$ cat src/sv/fapr_pkg.sv
// shared types and constants of the framed angle packet receiver
// no dependencies; imported by every module of the block
package fapr_pkg;

  // frame geometry: header, yaw (4), pitch (4), flag, tail
  localparam int unsigned FrameLen = 11;
  localparam int unsigned StoreLen = 9;   // bytes 1..9 are kept, header and tail are not
  localparam int unsigned FillW    = 4;
  localparam logic [FillW-1:0] LastPos = FillW'(FrameLen - 1);

  // command queue between the front and back parts
  localparam int unsigned QDepth = 2;
  localparam int unsigned QPtrW  = (QDepth > 1) ? $clog2(QDepth) : 1;
  localparam int unsigned QCntW  = $clog2(QDepth + 1);

  // register map
  localparam logic [1:0] RegHeader     = 2'd0;
  localparam logic [1:0] RegTail       = 2'd1;
  localparam logic [1:0] RegPitchLimit = 2'd2;
  localparam logic [1:0] RegYawLimit   = 2'd3;

  localparam logic [30:0] PitchLimitReset = 31'h42B4_0000;  // 90.0
  localparam logic [30:0] YawLimitReset   = 31'h43B4_0000;  // 360.0

  typedef enum logic {
    OP_RECEIVE = 1'b0,
    OP_CLEAR   = 1'b1
  } op_e;

  typedef struct packed {
    logic [7:0]  header;
    logic [7:0]  tail;
    logic [30:0] pitch_limit;
    logic [30:0] yaw_limit;
  } cfg_t;

  // one command from the front: a clear, or a completed frame with its verdict
  typedef struct packed {
    op_e         kind;
    logic        ok;
    logic [31:0] yaw;
    logic [31:0] pitch;
    logic        flag;
  } entry_t;

  typedef struct packed {
    logic full;
    logic empty;
  } q_stat_t;

  typedef struct packed {
    logic        ok;
    logic [31:0] yaw;
    logic [31:0] pitch;
    logic        flag;
    logic [31:0] count;
  } result_t;

endpackage

$ cat src/sv/framed_angle_packet_receiver_core.sv
// top level of the framed angle packet receiver: config registers and wiring
// depends on fapr_pkg, fapr_front, fapr_queue and fapr_back
//
// usage
// - slave channel: one beat per received byte (tdata) or clear command (tuser set)
// - the front hunts for the header byte, collects an 11-byte frame and checks
//   tail, finiteness and magnitude limits when the last byte arrives
// - a completed frame gives one master beat: verdict in tuser, held yaw,
//   pitch, flag and the accepted-frame count in tdata; other beats give none
// - a clear zeroes the held target in order with frames, without a result
// - throughput: one byte per cycle while the command queue is not full, set by
//   the combinational frame check in the front and the pop of the back part
// - path of a frame: the edge that takes its final byte pushes its command
//   into the queue, and the back part pops it into the result register once
//   that register is free; the beat is valid from then on
// - a two-entry command queue parts front and back; while the master side
//   stalls, bytes still flow until the queue holds two pending commands,
//   then s_tready_o drops
// - reset clears the framing state, held target, counter, queue and output
//   valid; the registers return to header 0, tail 0, limits 90.0 and 360.0
// - config writes take effect at the next edge and belong in idle periods
module framed_angle_packet_receiver_core (
  input  logic         clk_i,
  input  logic         rst_ni,
  // slave side
  input  logic         s_tvalid_i,
  output logic         s_tready_o,
  input  logic [7:0]   s_tdata_i,   // [7:0] data_byte
  input  logic         s_tuser_i,   // [0] operation
  // master side
  output logic         m_tvalid_o,
  input  logic         m_tready_i,
  output logic [103:0] m_tdata_o,   // [31:0] yaw_bits, [63:32] pitch_bits,
                                    // [64] target_flag, [96:65] frame_count, rest zero
  output logic         m_tuser_o,   // [0] frame_ok
  // configuration
  input  logic         cfg_we_i,
  input  logic [1:0]   cfg_index_i,
  input  logic [30:0]  cfg_data_i
);
  import fapr_pkg::*;

  cfg_t    cfg_q;
  logic    push;
  entry_t  push_entry;
  entry_t  q_entry;
  q_stat_t q_stat;
  logic    pop;
  result_t result;

  // configuration registers
  always_ff @(posedge clk_i or negedge rst_ni) begin
    if (!rst_ni) begin
      cfg_q.header      <= 8'd0;
      cfg_q.tail        <= 8'd0;
      cfg_q.pitch_limit <= PitchLimitReset;
      cfg_q.yaw_limit   <= YawLimitReset;
    end else if (cfg_we_i) begin
      unique case (cfg_index_i)
        RegHeader:     cfg_q.header      <= cfg_data_i[7:0];
        RegTail:       cfg_q.tail        <= cfg_data_i[7:0];
        RegPitchLimit: cfg_q.pitch_limit <= cfg_data_i;
        RegYawLimit:   cfg_q.yaw_limit   <= cfg_data_i;
        default:       cfg_q             <= cfg_q;
      endcase
    end
  end

  // front: framing and checking
  fapr_front u_front (
    .clk_i        (clk_i),
    .rst_ni       (rst_ni),
    .cfg_i        (cfg_q),
    .in_valid_i   (s_tvalid_i),
    .in_ready_o   (s_tready_o),
    .in_op_i      (s_tuser_i),
    .in_byte_i    (s_tdata_i),
    .q_full_i     (q_stat.full),
    .push_o       (push),
    .push_entry_o (push_entry)
  );

  // commands in arrival order
  fapr_queue u_queue (
    .clk_i   (clk_i),
    .rst_ni  (rst_ni),
    .push_i  (push),
    .entry_i (push_entry),
    .pop_i   (pop),
    .entry_o (q_entry),
    .stat_o  (q_stat)
  );

  // back: held target and results
  fapr_back u_back (
    .clk_i       (clk_i),
    .rst_ni      (rst_ni),
    .entry_i     (q_entry),
    .empty_i     (q_stat.empty),
    .pop_o       (pop),
    .out_valid_o (m_tvalid_o),
    .out_ready_i (m_tready_i),
    .out_o       (result)
  );

  assign m_tuser_o = result.ok;
  assign m_tdata_o = {7'd0, result.count, result.flag, result.pitch, result.yaw};

  // queue can never be full and empty at once
  a_q_stat : assert property (@(posedge clk_i) disable iff (!rst_ni)
    !(q_stat.full && q_stat.empty))
    else $error("queue status inconsistent");

  // the front only pushes when the queue has room
  a_no_overflow : assert property (@(posedge clk_i) disable iff (!rst_ni)
    push |-> !q_stat.full)
    else $error("push into full queue");

  // a clear drained behind a stalled result leaves that result alone
  a_clear_keeps_beat : assert property (@(posedge clk_i) disable iff (!rst_ni)
    (pop && q_entry.kind == OP_CLEAR && m_tvalid_o && !m_tready_i)
      |=> $stable(m_tdata_o))
    else $error("clear disturbed pending beat");

endmodule

$ cat src/sv/fapr_front.sv
// front part: header hunt, frame assembly and frame checking
// depends on fapr_pkg; pushes commands into fapr_queue
module fapr_front (
  input  logic            clk_i,
  input  logic            rst_ni,
  input  fapr_pkg::cfg_t  cfg_i,
  input  logic            in_valid_i,
  output logic            in_ready_o,
  input  logic            in_op_i,
  input  logic [7:0]      in_byte_i,
  input  logic            q_full_i,
  output logic            push_o,
  output fapr_pkg::entry_t push_entry_o
);
  import fapr_pkg::*;

  function automatic logic angle_ok(input logic [31:0] bits, input logic [30:0] limit);
    angle_ok = (bits[30:23] != 8'hFF) && (bits[30:0] <= limit);
  endfunction

  logic [FillW-1:0] fill_q, fill_d;
  logic [7:0]       store_q [StoreLen];
  logic [FillW-1:0] store_idx;
  logic             store_we;
  logic             accept;
  op_e              op;
  logic [31:0]      yaw_w, pitch_w;
  logic             flag_w, is_hdr, frame_ok;

  assign in_ready_o = ~q_full_i;
  assign accept     = in_valid_i & in_ready_o;
  assign op         = op_e'(in_op_i);
  assign store_idx  = fill_q - FillW'(1);

  assign yaw_w   = {store_q[3], store_q[2], store_q[1], store_q[0]};
  assign pitch_w = {store_q[7], store_q[6], store_q[5], store_q[4]};
  assign flag_w  = (store_q[8] != 8'd0);
  assign is_hdr  = (in_byte_i == cfg_i.header);

  assign frame_ok = (in_byte_i == cfg_i.tail)
                 && angle_ok(pitch_w, cfg_i.pitch_limit)
                 && angle_ok(yaw_w, cfg_i.yaw_limit);

  always_comb begin
    fill_d   = fill_q;
    push_o   = 1'b0;
    store_we = 1'b0;
    if (accept && op == OP_CLEAR) begin
      push_o = 1'b1;
    end else if (accept) begin
      priority if (fill_q == LastPos) begin
        // final byte: check and resync, reusing a header-valued byte of a failed frame
        push_o = 1'b1;
        fill_d = (!frame_ok && is_hdr) ? FillW'(1) : FillW'(0);
      end else if (fill_q != FillW'(0) && fill_q < LastPos) begin
        store_we = 1'b1;
        fill_d   = fill_q + FillW'(1);
      end else begin
        // hunting, out-of-range index behaves the same
        fill_d = is_hdr ? FillW'(1) : FillW'(0);
      end
    end
  end

  assign push_entry_o.kind  = op;
  assign push_entry_o.ok    = frame_ok;
  assign push_entry_o.yaw   = yaw_w;
  assign push_entry_o.pitch = pitch_w;
  assign push_entry_o.flag  = flag_w;

  always_ff @(posedge clk_i or negedge rst_ni) begin
    if (!rst_ni) begin
      fill_q <= '0;
    end else begin
      fill_q <= fill_d;
    end
  end

  always_ff @(posedge clk_i) begin
    if (store_we) begin
      store_q[store_idx] <= in_byte_i;
    end
  end

endmodule

$ cat src/sv/fapr_queue.sv
// short command queue parting the front and back parts
// depends on fapr_pkg
module fapr_queue (
  input  logic              clk_i,
  input  logic              rst_ni,
  input  logic              push_i,
  input  fapr_pkg::entry_t  entry_i,
  input  logic              pop_i,
  output fapr_pkg::entry_t  entry_o,
  output fapr_pkg::q_stat_t stat_o
);
  import fapr_pkg::*;

  entry_t           mem_q [QDepth];
  logic [QPtrW-1:0] wr_ptr_q, wr_ptr_d, rd_ptr_q, rd_ptr_d;
  logic [QCntW-1:0] cnt_q, cnt_d;
  logic             do_push, do_pop;

  function automatic logic [QPtrW-1:0] ptr_inc(input logic [QPtrW-1:0] p);
    ptr_inc = (p == QPtrW'(QDepth - 1)) ? '0 : p + QPtrW'(1);
  endfunction

  assign stat_o.full  = (cnt_q == QCntW'(QDepth));
  assign stat_o.empty = (cnt_q == '0);
  assign do_push      = push_i & ~stat_o.full;
  assign do_pop       = pop_i & ~stat_o.empty;
  assign entry_o      = mem_q[rd_ptr_q];

  always_comb begin
    wr_ptr_d = do_push ? ptr_inc(wr_ptr_q) : wr_ptr_q;
    rd_ptr_d = do_pop ? ptr_inc(rd_ptr_q) : rd_ptr_q;
    cnt_d    = cnt_q;
    if (do_push && !do_pop) begin
      cnt_d = cnt_q + QCntW'(1);
    end else if (!do_push && do_pop) begin
      cnt_d = cnt_q - QCntW'(1);
    end
  end

  always_ff @(posedge clk_i or negedge rst_ni) begin
    if (!rst_ni) begin
      wr_ptr_q <= '0;
      rd_ptr_q <= '0;
      cnt_q    <= '0;
    end else begin
      wr_ptr_q <= wr_ptr_d;
      rd_ptr_q <= rd_ptr_d;
      cnt_q    <= cnt_d;
    end
  end

  always_ff @(posedge clk_i) begin
    if (do_push) begin
      mem_q[wr_ptr_q] <= entry_i;
    end
  end

endmodule

$ cat src/sv/fapr_back.sv
// back part: held target, accepted-frame counter and result register
// depends on fapr_pkg; drains fapr_queue
module fapr_back (
  input  logic              clk_i,
  input  logic              rst_ni,
  input  fapr_pkg::entry_t  entry_i,
  input  logic              empty_i,
  output logic              pop_o,
  output logic              out_valid_o,
  input  logic              out_ready_i,
  output fapr_pkg::result_t out_o
);
  import fapr_pkg::*;

  logic [31:0] yaw_q, yaw_d, pitch_q, pitch_d, count_q, count_d;
  logic        flag_q, flag_d;
  logic        out_valid_q, out_valid_d;
  result_t     out_q, out_d;
  logic        is_clear;

  assign is_clear = (entry_i.kind == OP_CLEAR);
  // a clear needs no result slot, a frame needs the output register free
  assign pop_o    = ~empty_i & (is_clear | ~out_valid_q | out_ready_i);

  always_comb begin
    yaw_d       = yaw_q;
    pitch_d     = pitch_q;
    flag_d      = flag_q;
    count_d     = count_q;
    out_valid_d = out_valid_q & ~out_ready_i;
    out_d       = out_q;
    if (pop_o && is_clear) begin
      yaw_d   = '0;
      pitch_d = '0;
      flag_d  = 1'b0;
    end else if (pop_o) begin
      if (entry_i.ok) begin
        yaw_d   = entry_i.yaw;
        pitch_d = entry_i.pitch;
        flag_d  = entry_i.flag;
        count_d = count_q + 32'd1;
      end
      out_valid_d = 1'b1;
      out_d.ok    = entry_i.ok;
      out_d.yaw   = yaw_d;
      out_d.pitch = pitch_d;
      out_d.flag  = flag_d;
      out_d.count = count_d;
    end
  end

  always_ff @(posedge clk_i or negedge rst_ni) begin
    if (!rst_ni) begin
      yaw_q       <= '0;
      pitch_q     <= '0;
      flag_q      <= 1'b0;
      count_q     <= '0;
      out_valid_q <= 1'b0;
    end else begin
      yaw_q       <= yaw_d;
      pitch_q     <= pitch_d;
      flag_q      <= flag_d;
      count_q     <= count_d;
      out_valid_q <= out_valid_d;
    end
  end

  always_ff @(posedge clk_i) begin
    out_q <= out_d;
  end

  assign out_valid_o = out_valid_q;
  assign out_o       = out_q;

endmodule
$ cat config.mk
export PLATFORM = sky130hd
export DESIGN_NAME = framed_angle_packet_receiver_core
export DESIGN_NICKNAME = d
export VERILOG_FILES = /design/src/sv/fapr_pkg.sv /design/src/sv/framed_angle_packet_receiver_core.sv /design/src/sv/fapr_front.sv /design/src/sv/fapr_queue.sv /design/src/sv/fapr_back.sv
export SDC_FILE = /design/constraint.sdc
export NUM_CORES = 1
export LEC_CHECK = 0
export BUFFER_PORTS_ARGS = -buffer_cell sky130_fd_sc_hd__clkbuf_2
export CORE_MARGIN = 2
export CORE_UTILIZATION = 50
export CTS_CLUSTER_DIAMETER = 150
export DETAILED_ROUTE_END_ITERATION = 10
export PLACE_DENSITY_LB_ADDON = 0.12
export SYNTH_ARGS = -nofsm -noshare
export SYNTH_HDL_FRONTEND = slang
export SYNTH_SLANG_ARGS = --single-unit
export TNS_END_PERCENT = 10
$ cat constraint.sdc
create_clock -name clk_i -period 11.1 [get_ports clk_i]
set_input_delay 0.555 -clock clk_i [delete_from_list [all_inputs] [get_ports clk_i]]
set_output_delay 0.555 -clock clk_i [all_outputs]
set_load 0.03 [all_outputs]
# After elaboration in Yosys (flattened, before gate mapping)

Memories as Yosys holds them, arrays and structs flattened.
Index checks and enable logic that the tools add are counted.

Bits in registers: 282
Memories: 2
Bits in writable memories: 206
Input port bits: 47
Word-level logic and storage cells: 108
Bits in read-only memories: 0
Latch bits: 0
Output and inout port bits: 107

Memories:

| name            | depth | bits a word | read ports | clocked after memory_dff | write ports | line             | RTL |
|---|---|---|---|---|---|---|---|
| u_queue.mem_q   | 2     | 67          | 1          | 0                        | 1           | fapr_queue.sv:14 | `entry_t mem_q [QDepth];` |
| u_front.store_q | 9     | 8           | 9          | 0                        | 1           | fapr_front.sv:22 | `logic [7:0] store_q [StoreLen];` |

Mux-type cells: 31
Reduce and logical (&&, ||, !) cells: 25
Multiply operators: 0
Order comparisons: 3
Div/mod/pow operators: 0
Add/sub/neg operators: 7
Bitwise logic cells: 13
Equality and inequality tests: 9
Shift-type cells: 0

Operators with widths:

| cell                    | number |
|---|---|
| $mux W32                | 7 |
| $le A31 B31 Y1          | 2 |
| $add A32 B1 Y32 const B | 1 |
| $mux W1                 | 20 |
| $eq A8 B8 Y1            | 2 |
| $ne A8 B8 Y1 const B    | 2 |
| $reduce_and A2 Y1       | 6 |
| $logic_and A1 B1 Y1     | 10 |
| $mux W4                 | 2 |
| $reduce_bool A8 Y1      | 1 |
| $eq A2 B2 Y1 const B    | 3 |
| $not A1 Y1              | 6 |
| $and A1 B1 Y1           | 5 |
| $add A4 B1 Y4 const B   | 1 |
| $eq A4 B4 Y1 const B    | 1 |
| $logic_not A2 Y1        | 2 |
| $lt A4 B4 Y1 const B    | 1 |
| $mux W2                 | 2 |
| $reduce_bool A2 Y1      | 2 |
| $reduce_bool A4 Y1      | 1 |
| $sub A4 B1 Y4 const B   | 1 |
| $logic_not A1 Y1        | 3 |
| $add A1 B1 Y1 const B   | 2 |
| $add A2 B1 Y2 const B   | 1 |
| 3 further kinds         | 4 |

# Logic depth before layout (Yosys ltp)

Gate-level depths: netlist of the first run.

Word-level depth: 10
Mapped depth: 10
Gate-level depth less buffers: 9

# Hierarchy

From an unflattened synthesis of the first run, not the netlist that was laid out.

Cell total of the unflattened synthesis: 1470
Area, all modules: 21017.7 µm²

Modules (own cells, without submodules):

| module                            | times used | area an instance (µm²) | cells an instance | seq. area each (µm²) |
|---|---|---|---|---|
| fapr_back                         | 1          | 8433.1                 | 664               | 5395.2 |
| fapr_queue                        | 1          | 5122.4                 | 228               | 4124.0 |
| fapr_front                        | 1          | 4490.6                 | 404               | 2262.2 |
| framed_angle_packet_receiver_core | 1          | 2971.6                 | 174               | 1968.1 |

# Worst setup path before layout of the first run

OpenSTA, ideal clock, no wires.

Kind: register to register
Start: reg u_queue.rd_ptr_q
End: reg u_back.count_q[1]
Path buffers: 3
Library setup time: 0.281 ns
Setup slack: 6.364 ns
Required time: 10.819 ns
Stages on the path, launching flop included: 9
Clock period less this slack: 4.736 ns
Arrival: 4.455 ns
Cell sequence: dfrtp_1 buf_4 mux2_2 o21bai_1 nand2b_1 clkbuf_1 inv_2 clkbuf_1 a31oi_1

Cells in the longest elaborated chain, start to end: 7
Elaborated cells on any way between the ends: 8
Those cells by class: 1 x mux; 4 x bitwise; 2 x reduce/logical; 1 x memory

RTL lines:

| what                        | line             | RTL |
|---|---|---|
| from (decl)                 | fapr_queue.sv:15 | `logic [QPtrW-1:0] wr_ptr_q, wr_ptr_d, rd_ptr_q, rd_ptr_d;` |
| from (signal assigned)      | fapr_queue.sv:47 | `rd_ptr_q <= rd_ptr_d;` |
| $mem_v2 Z2 W67 *            | n/a              |  |
| $or A1 B1 Y1 (2 in series)  | fapr_back.sv:23  | `assign pop_o = ~empty_i & (is_clear \| ~out_valid_q \| out_ready_i);` |
| $and A1 B1 Y1               | fapr_back.sv:23  |  |
| $logic_and A1 B1 Y1         | fapr_back.sv:32  | `if (pop_o && is_clear) begin` |
| $not A1 Y1 (no line)        | n/a              |  |
| $reduce_and A2 Y1 (no line) | n/a              |  |
| to (signal assigned)        | fapr_back.sv:63  | `count_q <= count_d;` |
| to (decl)                   | fapr_back.sv:15  | `logic [31:0] yaw_q, yaw_d, pitch_q, pitch_d, count_q, count_d;` |

Mark *: on every way between the ends. The rest lies on a longest branch, timed or not.
A chain may end at the register's enable or synchronous reset.

# Worst setup path in the final report of the first run

Start: reg u_queue.rd_ptr_q
End: reg u_back.out_q, in the netlist u_back.out_o[42], enable pin

Cells in the longest elaborated chain, start to end: 7

RTL lines:

| what                          | line            | RTL |
|---|---|---|
| $mem_v2 Z2 W67 *              | n/a             |  |
| $or A1 B1 Y1 (2 in series)    | fapr_back.sv:23 |  |
| $and A1 B1 Y1                 | fapr_back.sv:23 |  |
| $logic_and A1 B1 Y1           | fapr_back.sv:32 |  |
| $not A1 Y1 (no line)          | n/a             |  |
| $reduce_and A2 Y1 (no line) * | n/a             |  |
| to (signal assigned)          | fapr_back.sv:69 | `out_q <= out_d;` |
| to (decl)                     | fapr_back.sv:18 | `result_t out_q, out_d;` |

Marks and branches as above.

==> results of run 1 <==
-- metrics by stage --
step	power (uW)	hold WS, ns	util, %	area [um^2]	cells
after floorplan	3670	0.259	-	20100	1381
after global placement	4170	0.470	53.7	21300	2004
after detailed placement	4210	0.474	53.7	21300	2004
after CTS	5950	0.196	58.1	23000	2099
after global routing	6190	0.210	58.1	23000	2099
final	5900	0.224	58.1	23000	2099
-- flip-flops by register name, indices dropped and copies added, names as in the netlist, 2 cells and up --
register / flops
u_queue.mem_q: 134
u_back.out_o: 98
cfg_q: 78
u_front.store_q: 72
u_back.count_q: 32
u_back.pitch_q: 32
u_back.yaw_q: 32
u_front.fill_q: 4
u_queue.cnt_q: 2
-- power breakdown --
part	total [uW]	switching, uW	internal (uW)	leakage [uW]
Combinational	1460	985	478	0.00339
Sequential	2690	236	2460	0.00500
Clock	1740	682	1060	0.000845
Total	5900	1900	3990	0.00924
-- logic make-up after synthesis --
logic type | count (synthesis) | synth area share [%]
other cells | 1 | 0.0187
buf+inv | 131 | 2.70
compound gates | 193 | 6.43
xor+xnor | 84 | 3.67
flops | 488 | 68.7
fa+ha+maj | 69 | 4.31
mux | 145 | 7.80
simple gates | 264 | 6.41
-- cell type report --
type                            count  share of cell area, %
Multi-Input combinational cell    762                   25.1
Sequential cell                   488                   59.7
Clock buffer                       68                   6.18
Clock inverter                     26                   1.29
Tap cell                          525                   2.85
Inverter                           71                   1.18
Timing Repair Buffer              159                   3.64
-- per-layer routing --
layer,up-vias,part of all wire [%]
li1,5339,-
met2,289,44
met1,5560,48
met3,77,4.8
met5,-,0
met4,0,2.8
-- layout by cell type, fill, tap and decap left out, types with 25 or more instances in the layout --
master | synthesis | layout
mux2i_1 | 65 | 65
inv_1 | 70 | 70
ha_1 | 69 | 69
mux2_2 | 79 | 79
nor2_1 | 48 | 47
clkbuf_2 | 0 | 145
clkbuf_16 | 0 | 53
dfrtp_1 | 171 | 170
xor2_1 | 49 | 49
nand3_1 | 25 | 25
edfxtp_1 | 304 | 304
o21ai_0 | 79 | 79
a22o_1 | 65 | 65
nand2_1 | 112 | 112
xnor2_1 | 35 | 35
-- cell usage after synthesis, drive strengths merged (2+ instances only) --
cell type  instances
and3               9
a22o              65
nand2b             6
nor4               9
ha                69
a31oi              3
dfstp             13
o31ai              2
dfrtp            171
nor3              12
nand4             22
a211oi             5
nand2            113
buf               30
or4                3
nor2              49
and2               2
xor2              49
nor3b              2
and4               4
a21o               7
a21oi             20
mux2              79
o21ai             79
nand3             26
mux2i             66
clkbuf            30
edfxtp           304
nand3b             4
inv               71
xnor2             35
-- worst max path at each step --
stage,to,cells past startpoint
floorplan,u_back.count_q[1],8
global placement,u_back.out_o[45],5
detailed placement,u_back.out_o[33],5
CTS,u_back.out_o[77],5
global route,u_back.out_o[44],5
finish,u_back.out_o[42],5
-- what timing repair did --
action | CTS | global route
resized for setup | 0 | 0
endpoints found under the hold margin | 43 | 0
hold buffers | 1 | 0
==> impl_results.md, run 1 <==
- Outcome: finished, final reports clean
- RSZ-0062 raised after global routing: no
- Met3 Resource Use GR: 2.98%
- Gr busiest metal: met1
- Hold Path End: cfg_q[49]
- Critical-path cell list: mux2_2 > o21bai_1 > nand2b_1 > inv_6 > buf_4
- Avg Cell Area, Syn: 14.6 um^2
- Antenna violations before repair: 0
- Fin Setup TNS: 0 ns
- Clock root cell: clkbuf_16
- Yosys warns: 0
- Vias: 11300
- Layout fillers: 3144
- Worst path bufs/invs: 2
- VDD IR max: 0.140 mV
- Met1 usage: 30.6%
- Synthesized cell area: 0.0200 mm^2
- Fraction of layout cells with a size suffix above 1: 21.3%
- Die extent in x: 204 um
- CP Capture Type: flop
- Number of max-cap violations: 0
- Hold Path Class: in -> reg
- GR Overflow Total: 0
- Drt pass-1 iters: 5
- Initial Utilization: 50.5%
- IO Count: 154
- Critical path startpoint: u_queue.rd_ptr_q
- DP Worst Slack: 7.25 ns
- N_diodes: 0
- Post-synth EDFFs: 304
- DPL Wire Length: 27.6 mm
- Core area: 0.0396 mm^2
- Post-synth top area share: 45.6%
- CP Launch Type: flop
- Vias in the first global route: 11000
- Max-slew violations: 0
- Cells on Worst Hold Path: 2
- Tightest Pin Transition: 1.21 ns
- Clock Latency Late Sink: 0.57 ns
- DRC: 0
- Net count, final: 1648
- Tot GR Track Use: 20.2%
- Final Wtd Congestion: 0.835
- Post-route ant nets: 0
- Slowest library cell on the worst path: inv_6
- CTS tree: yes
- Synthesized instance count: 1375
- Most area-hungry cell type in the Yosys netlist: edfxtp_1
- Critical path's largest stage delay: 0.86 ns
- # Post-CTS Setup Buffers: 0
- Largest net degree at the start of global routing: 110
- Crit Path Class: reg -> reg
- PwrDens: 256 mW/mm^2
- Register Area: 0.0138 mm^2
- Met2 usage: 29.9%
- Buffers on Ports: 146
- CTS Buffer Depth: 3
- Tmin final: 3.80 ns
- Worst Path Required: 11.30 ns
- Clock skew: 0.00948 ns
- Max Fclk: 263 MHz
- First-pass GRT wire length: 63.9 mm
- DR WL/cell: 19.7 um
- Worst r2r path cells: 5
- Yosys reg bits: 488
- FF-to-FF End: u_back.out_o[42]
- Share of synthesized registers carrying an async set or reset: 37.7%
- DRT iter0 DRCs: 683
- Critical R2R Launch: u_queue.rd_ptr_q
- Critical path's top delay family: buffers and inverters
- Slew HR: 19.2%
- Most used DFF post-synth: edfxtp_1
- DR vias/cell: 5.37
- Min-delay src: cfg_data_i[18]
- Post-Route WL: 41.3 mm
- Die Span Y: 204 um
- Total CTS buffers: 50
- Crit path arrival time: 4.00 ns
- Area grow syn2layout: 14.9%
- CP max FO: 109
- Reg clk slew, reported paths: 0.06 ns
- PnR worst setup slack: 7.30 ns
- Fin crit share: 34.2%
- Leak pwr: 0.00924 uW
- Die area: 0.0417 mm^2
- H-tree Lvls: 2
- Setup Viol. Count Final: 0
- Multi-input gate area: 0.00578 mm^2
- Seq/Total Area, Yosys: 68.7%
- Clock sink total: 488
- Final Hold Fails: 0
- R2r setup slk: 7.30 ns
- Largest cells by area after synthesis: edfxtp_1 (46%), dfrtp_1 (21%), mux2_2 (4.4%)
- Netlist cell types: 57
- Cell Rows: 73
No activity file was read; power rests on OpenSTA's default activity.
==> inputs of run 2 (changes only) <==
==> constraint.sdc (replaced) <==
create_clock -name clk_i -period 3.6 [get_ports clk_i]
set_input_delay 0.18 -clock clk_i [delete_from_list [all_inputs] [get_ports clk_i]]
set_output_delay 0.18 -clock clk_i [all_outputs]
set_load 0.03 [all_outputs]
==> run 2 against run 1 <==
Against the previous run:
- combinational power grew to 3.2 times the previous value
- critical path type unchanged
- wire length grew 4.4%
- first-iteration DRC count grew 5.1%
- register-to-register slack lost 6.7 ns
- critical endpoint is now u_front.fill_q[0]
- cell area grew 1.6%
- highest routed layer unchanged
==> impl_results.md, run 2 (same netlist as run 1, synthesis figures left out) <==
- Outcome: finished, final reports clean
- Final Util: 59.0% (+0.92 points)
- Area grow syn2layout: 16.8%
- Vias: 11500 (+1.8%)
- Worst Path Required: 4.02 ns (-7.28 ns)
- Fraction of layout cells with a size suffix above 1: 21.2% (-0.17 points)
- Final Hold Fails: 0 (unchanged)
- H-tree Lvls: 2 (unchanged)
- Clock power share: 28.5% (-1.0 points)
- Placed instance area: 0.0214 mm^2 (+0.52%)
- Internal power: 12300 uW (+210%)
- Met1 usage: 32.3% (+1.7 points)
- Fin crit share: 82.3% (+48 points)
- Core area: 0.0396 mm^2 (unchanged)
- Reg power frac: 45.6% (about the same)
- R2r setup slk: 0.64 ns (-6.67 ns)
- Largest register FFs: 134 (unchanged)
- Most frequent cells in the layout: edfxtp_1 (304), dfrtp_1 (170), clkbuf_2 (145), nand2_1 (112)
- Combinational power share: 25.9% (+1.1 points)
- Buffers on Ports: 146 (unchanged)
- DRC: 0 (unchanged)
- Slew HR: 23.3% (+4.1 points)
- Crit path arrival time: 3.39 ns (-0.61 ns)
- Post-CTS resize count: 0 (unchanged)
- Clock Latency Late Sink: 0.58 ns (about the same)
- Met2 usage: 31.7% (+1.8 points)
- Hold Path Class: in -> reg
- Initial Utilization: 50.5% (unchanged)
- Drt pass-1 iters: 5 (unchanged)
- RSZ-0062 raised after global routing: no
- Crit Path Class: reg -> reg
- Layout fillers: 3168 (+0.76%)
- DRT iter0 DRCs: 718 (+5.1%)
- Placed Cells: 2012 (+0.40%)
- Gr busiest metal: met1
- Net count, final: 1690 (+2.5%)
- Number of max-cap violations: 0 (unchanged)
- Total CTS buffers: 51 (+2.0%)
- Final Wtd Congestion: 0.877 (+5.1%)
- N_diodes: 0 (unchanged)
- Post-Route WL: 43.1 mm (+4.4%)
- Cell Rows: 73 (unchanged)
- Vias in the first global route: 11100 (+0.78%)
- Max Fclk: 337 MHz (+28%)
- Critical R2R Launch: cfg_q[56]
- Tightest Pin Transition: 1.15 ns (-0.0613 ns)
- Clock sink total: 488 (unchanged)
- VDD IR max: 0.466 mV (+230%)
- Met3 Resource Use GR: 3.62% (+0.64 points)
- Reg clk slew, reported paths: 0.06 ns (about the same)
- Largest net degree at the start of global routing: 135 (+23%)
- Max-slew violations: 0 (unchanged)
- Biggest register: u_queue.mem_q
- Tot GR Track Use: 21.2% (+1.0 points)
- Leading cell type in the layout, fill and taps excluded: edfxtp_1
- FF-to-FF End: u_front.fill_q[0]
- Switching Power: 5910 uW (+210%)
- Critical path startpoint: cfg_q[56]
- Die area: 0.0417 mm^2 (unchanged)
- First-pass GRT wire length: 66.4 mm (+3.9%)
- Tmin final: 2.96 ns (-0.834 ns)
- Worst r2r path cells: 8 (+3)
- # Post-CTS Setup Buffers: 0 (unchanged)
- CP Capture Type: flop
- CP max FO: 4 (-96%)
- Antenna violations before repair: 0 (unchanged)
- CTS Hold Buffers Added: 34 (+33)
- CTS tree: yes
- DR vias/cell: 5.36 (-0.13%)
- DPL Wire Length: 28.5 mm (+3.3%)
- Hold_ws: 0.0775 ns (-0.146 ns)
- CP Capture Point: u_front.fill_q[0]
- Die extent in x: 204 um (unchanged)
- Post-Layout Inst Area: 0.0234 mm^2 (+1.6%)
- Post-route ant nets: 0 (unchanged)
- Setup Viol. Count Final: 0 (unchanged)
- IO Count: 154 (unchanged)
- GR Overflow Total: 0 (unchanged)
- Die Span Y: 204 um (unchanged)
- Post-Layout Cell Count: 2140 (+2.0%)
- PwrDens: 777 mW/mm^2 (+200%)
- Net Sw Frac: 32.5% (+0.26 points)
- Clock skew: 0.0146 ns (+0.00509 ns)
- CP Launch Type: flop
- Leak pwr: 0.00940 uW (+1.7%)
- CTS Buffer Depth: 3 (unchanged)
- Clock root cell: clkbuf_16
- DR WL/cell: 20.1 um (+2.4%)
-- run 2: worst max-delay path, stage by stage, from the launching register on --
cell and delay, ns:
dfstp_2 0.52, inv_1 0.04, ha_1 0.32, nand4_1 0.17
or4_1 0.54, nor3_1 0.26, nand2_1 0.10, a2111oi_0 0.67
o21ai_0 0.18
-- run 2: final cells by class --
class                      count  area [um^2]  share of cell area [%]
timing repair buffer         200         1280                    5.46
tap                          525          657                    2.81
clock buffer                  78         1440                    6.16
inverter                      71          272                    1.16
multi-input combinational    762         5780                    24.7
sequential                   488        13800                    58.8
clock inverter                16          205                   0.877
-- run 2: worst min-delay path by stage --
stage | startpoint | endpoint | slack [ns] | cells past startpoint
after floorplan | rst_ni | cfg_q[0] | -0.12 | 0
after global placement | rst_ni | cfg_q[55] | 0.30 | 1
after detailed placement | rst_ni | cfg_q[55] | 0.31 | 1
after CTS | s_tvalid_i | u_front.fill_q[1] | 0.03 | 4
after global routing | s_tvalid_i | u_front.fill_q[1] | 0.07 | 4
final | s_tvalid_i | u_front.fill_q[1] | 0.08 | 4
-- run 2: power by group through the flow --
stage / Combinational (uW) / Clock, uW / Sequential, uW
5_1_grt: 5180 / 5550 / 8420
3_3_place_gp: 4660 / 0 / 8350
6_report: 4710 / 5180 / 8280
3_5_place_dp: 4720 / 0 / 8390
4_1_cts: 4760 / 5300 / 8290
2_1_floorplan: 2510 / 0 / 8780
-- run 2: metal layers --
| metal | vias up | wire [um] |
|---|---|---|
| li1 | 5419 | - |
| met3 | 56 | 1950 |
| met1 | 5729 | 20900 |
| met2 | 266 | 19500 |
| met5 | - | 0 |
| met4 | 0 | 780 |
-- run 2: metrics by stage --
| stage | total power, uW | worst slack [ns] | TNS [ns] |
|---|---|---|---|
| 2_1_floorplan | 11300 | -0.749 | -50.19 |
| 3_3_place_gp | 13000 | 0.683 | 0 |
| 3_5_place_dp | 13100 | 0.683 | 0 |
| 4_1_cts | 18400 | 0.661 | 0 |
| 5_1_grt | 19100 | 0.474 | 0 |
| 6_report | 18200 | 0.637 | 0 |
==> inputs of run 3 (changes only) <==
--- a/config.mk
+++ b/config.mk
@@ -5,6 +5,7 @@
 export SDC_FILE = /design/constraint.sdc
 export NUM_CORES = 1
 export LEC_CHECK = 0
+export ABC_AREA = 1
 export BUFFER_PORTS_ARGS = -buffer_cell sky130_fd_sc_hd__clkbuf_2
 export CORE_MARGIN = 2
 export CORE_UTILIZATION = 50
==> constraint.sdc (replaced) <==
create_clock -name clk_i -period 2.7 [get_ports clk_i]
set_input_delay 0.135 -clock clk_i [delete_from_list [all_inputs] [get_ports clk_i]]
set_output_delay 0.135 -clock clk_i [all_outputs]
set_load 0.03 [all_outputs]
==> run 3 against run 2 <==
Against the previous run:
- synthesized cell count is 30% higher
- via count is 15% higher
- cell area is 2.4% higher
- critical path type unchanged
- die area is 2.0% higher
- core utilization is 0.081 points higher
- critical path depth stayed put
==> impl_results.md, run 3 <==
- N_diodes: 0 (unchanged)
- Critical R2R Launch: u_front.fill_q[0]
- Clock skew: 0.0134 ns (-0.00113 ns)
- Max Fclk: 420 MHz (+24%)
- Hold Path Class: in -> async
- DRT iter0 DRCs: 954 (+33%)
- Final Hold Fails: 0 (unchanged)
- IO Count: 154 (unchanged)
- Setup Viol. Count Final: 0 (unchanged)
- Buffers on Ports: 146 (unchanged)
- Critical path startpoint: u_front.fill_q[0]
- DP Worst Slack: 0.336 ns (-0.347 ns)
- Largest cells by area after synthesis: edfxtp_1 (45%), dfrtp_1 (21%), nand2_1 (7.8%)
- Seq/Total Area, Yosys: 67.2% (-1.4 points)
- Post-route ant nets: 0 (unchanged)
- Most frequent cells in the layout: nand2_1 (423), edfxtp_1 (304), inv_1 (181), dfrtp_1 (170), clkbuf_2 (145)
- Die extent in x: 206 um (+1.0%)
- Avg Cell Area, Syn: 11.5 um^2 (-21%)
- CP Launch Type: flop
- GR Overflow Total: 0 (unchanged)
- Clock power share: 26.9% (-1.6 points)
- Worst Path Required: 2.98 ns (-1.04 ns)
- Switching Power: 9410 uW (+59%)
- Outcome: finished, final reports clean
- Fraction of layout cells with a size suffix above 1: 14.6% (-6.6 points)
- CP max FO: 12 (+8)
- Synthesized instance count: 1784 (+30%)
- PnR worst setup slack: 0.317 ns (-0.320 ns)
- CTS tree: yes
- Cell Rows: 74 (+1.4%)
- CP Capture Point: u_front.store_q[6][0]
- DPL Wire Length: 33.1 mm (+16%)
- DRC: 0 (unchanged)
- Crit path arrival time: 2.66 ns (-0.73 ns)
- Fin Setup TNS: 0 ns (unchanged)
- Largest net degree at the start of global routing: 131 (-3.0%)
- Vias: 13200 (+15%)
- Antenna violations before repair: 1 (+1)
- Reg clk slew, reported paths: 0.06 ns (about the same)
- Initial Utilization: 50.4% (-0.11 points)
- Drt pass-1 iters: 6 (+1)
- Net Sw Frac: 35.7% (+3.2 points)
- Tmin final: 2.38 ns (-0.580 ns)
- CP Capture Type: flop
- H-tree Lvls: 2 (unchanged)
- Leak pwr: 0.0102 uW (+8.4%)
- Core area: 0.0406 mm^2 (+2.3%)
- Combinational power share: 30.3% (+4.4 points)
- Tot GR Track Use: 23.1% (+1.9 points)
- Die Span Y: 206 um (+1.0%)
- Synth cell count leaders: nand2_1 (423), edfxtp_1 (304), inv_1 (181)
- Post-Route WL: 48.0 mm (+11%)
- Die area: 0.0425 mm^2 (+2.0%)
- First-pass GRT wire length: 73.7 mm (+11%)
- Reg power frac: 42.8% (-2.8 points)
- Total CTS buffers: 49 (-3.9%)
- Clock Latency Late Sink: 0.58 ns (about the same)
- DR vias/cell: 5.19 (-3.1%)
- Biggest register: u_queue.mem_q
- Most area-hungry cell type in the Yosys netlist: edfxtp_1
- PwrDens: 1100 mW/mm^2 (+41%)
- Dominant cell by count in the synthesized netlist: nand2_1
- Internal power: 16900 uW (+38%)
- Net count, final: 2092 (+24%)
- DR WL/cell: 18.8 um (-6.5%)
- Post-synth top area share: 44.6% (-0.93 points)
- Final Wtd Congestion: 0.907 (+3.4%)
- Tightest Pin Transition: 1.07 ns (-0.0738 ns)
- Vias in the first global route: 12800 (+15%)
- Area grow syn2layout: 17.2%
- Crit Path Class: reg -> reg
- Yosys reg bits: 488 (unchanged)
- Yosys warns: 0 (unchanged)
- Clock sink total: 488 (unchanged)
- Worst r2r path cells: 8 (unchanged)
- Most used DFF post-synth: edfxtp_1
- FF-to-FF End: u_front.store_q[6][0]
- Number of max-cap violations: 0 (unchanged)
- Clock root cell: clkbuf_16
- Layout fillers: 3349 (+5.7%)
- Netlist cell types: 42 (-26%)
- Synthesized cell area: 0.0204 mm^2 (+2.1%)
- Slew HR: 28.3% (+5.0 points)
- R2r setup slk: 0.32 ns (-0.32 ns)
- RSZ-0062 raised after global routing: no
- Share of synthesized registers carrying an async set or reset: 37.7% (unchanged)
- Fin crit share: 88.3% (+6.0 points)
- Max-slew violations: 0 (unchanged)
- Post-synth EDFFs: 304 (unchanged)
- Largest register FFs: 134 (unchanged)
- CTS Buffer Depth: 3 (unchanged)
- VDD IR max: 0.816 mV (+75%)
- Leading cell type in the layout, fill and taps excluded: nand2_1
- Post-CTS resize count: 0 (unchanged)
## run 3: changes by cell type in the layout (fill, tap and decap cells not counted), moves of 22 or more
cell     delta
nand2_1   +311
inv_1     +111
mux2_2     -79
nor2_1     +72
mux2i_1    -65
a31oi_1    +62
o21ai_1    +22
xnor2_1    -22
## run 3: worst min-delay path by stage
stage	from	endpoint	slack [ns]
3_5_place_dp	rst_ni	u_back.count_q[31]	0.12
6_report	rst_ni	u_back.count_q[29]	0.06
5_1_grt	s_tdata_i[3]	u_front.store_q[6][3]	0.07
2_1_floorplan	rst_ni	cfg_q[0]	-0.16
4_1_cts	s_tdata_i[3]	u_front.store_q[5][3]	0.05
3_3_place_gp	rst_ni	u_back.count_q[29]	0.12
## run 3: layout make-up
class | count | area [um^2] | area share (%)
Clock buffer | 67 | 1420 | 5.92
Clock inverter | 25 | 284 | 1.19
Inverter | 185 | 694 | 2.90
Multi-Input combinational cell | 1043 | 5740 | 23.9
Sequential cell | 488 | 13800 | 57.4
Tap cell | 532 | 666 | 2.78
Timing Repair Buffer | 209 | 1410 | 5.89
## run 3: repair_timing
action                                  4_1_cts  5_1_grt
hold endpoints to repair                    236        0
endpoints found under the setup margin        0        0
hold buffers                                 34        0
buffers inserted                              0        0
## run 3: per-layer routing
metal	share of wire [%]	vias to the layer above	global-route usage (%)
li1	-	6444	-
met1	45	6357	32.5
met4	2.6	0	7.24
met2	47	359	37.3
met3	5.3	78	3.47
met5	0	-	0
## run 3: cells by family after synthesis
family,after synthesis,share of synthesized area [%]
fa+ha+maj,69,4.22
flops,488,67.2
other cells,1,0.0183
simple gates,634,12.6
xor+xnor,51,2.26
buf+inv,259,5.02
compound gates,282,8.61
## run 3: critical path: stages, from the launching register on
cell and delay, ns:
dfrtp_1 0.46, inv_1 0.13, ha_1 0.23, nand2_1 0.10, nand2_1 0.05, o21ai_0 0.11, nand3_1 0.38, nor3_1 0.39
buf_4 0.24
## run 3: power groups by stage
stage	Sequential, uW	Combinational, uW	Clock [uW]
2_1_floorplan	12700	4090	0
3_3_place_gp	11300	7900	0
3_5_place_dp	11400	8050	0
4_1_cts	11200	8060	7230
5_1_grt	11400	8820	7490
6_report	11300	7980	7090
## run 3: metrics by stage
step / std cells / util [%] / area, um^2 / hold WS (ns) / total power, uW
2_1_floorplan: 1790 / - / 20500 / -0.161 / 16800
3_3_place_gp: 2423 / 54.0 / 21900 / 0.121 / 19200
3_5_place_dp: 2423 / 54.0 / 21900 / 0.120 / 19400
4_1_cts: 2549 / 59.1 / 24000 / 0.0464 / 26500
5_1_grt: 2549 / 59.1 / 24000 / 0.0724 / 27800
6_report: 2549 / 59.1 / 24000 / 0.0561 / 26300
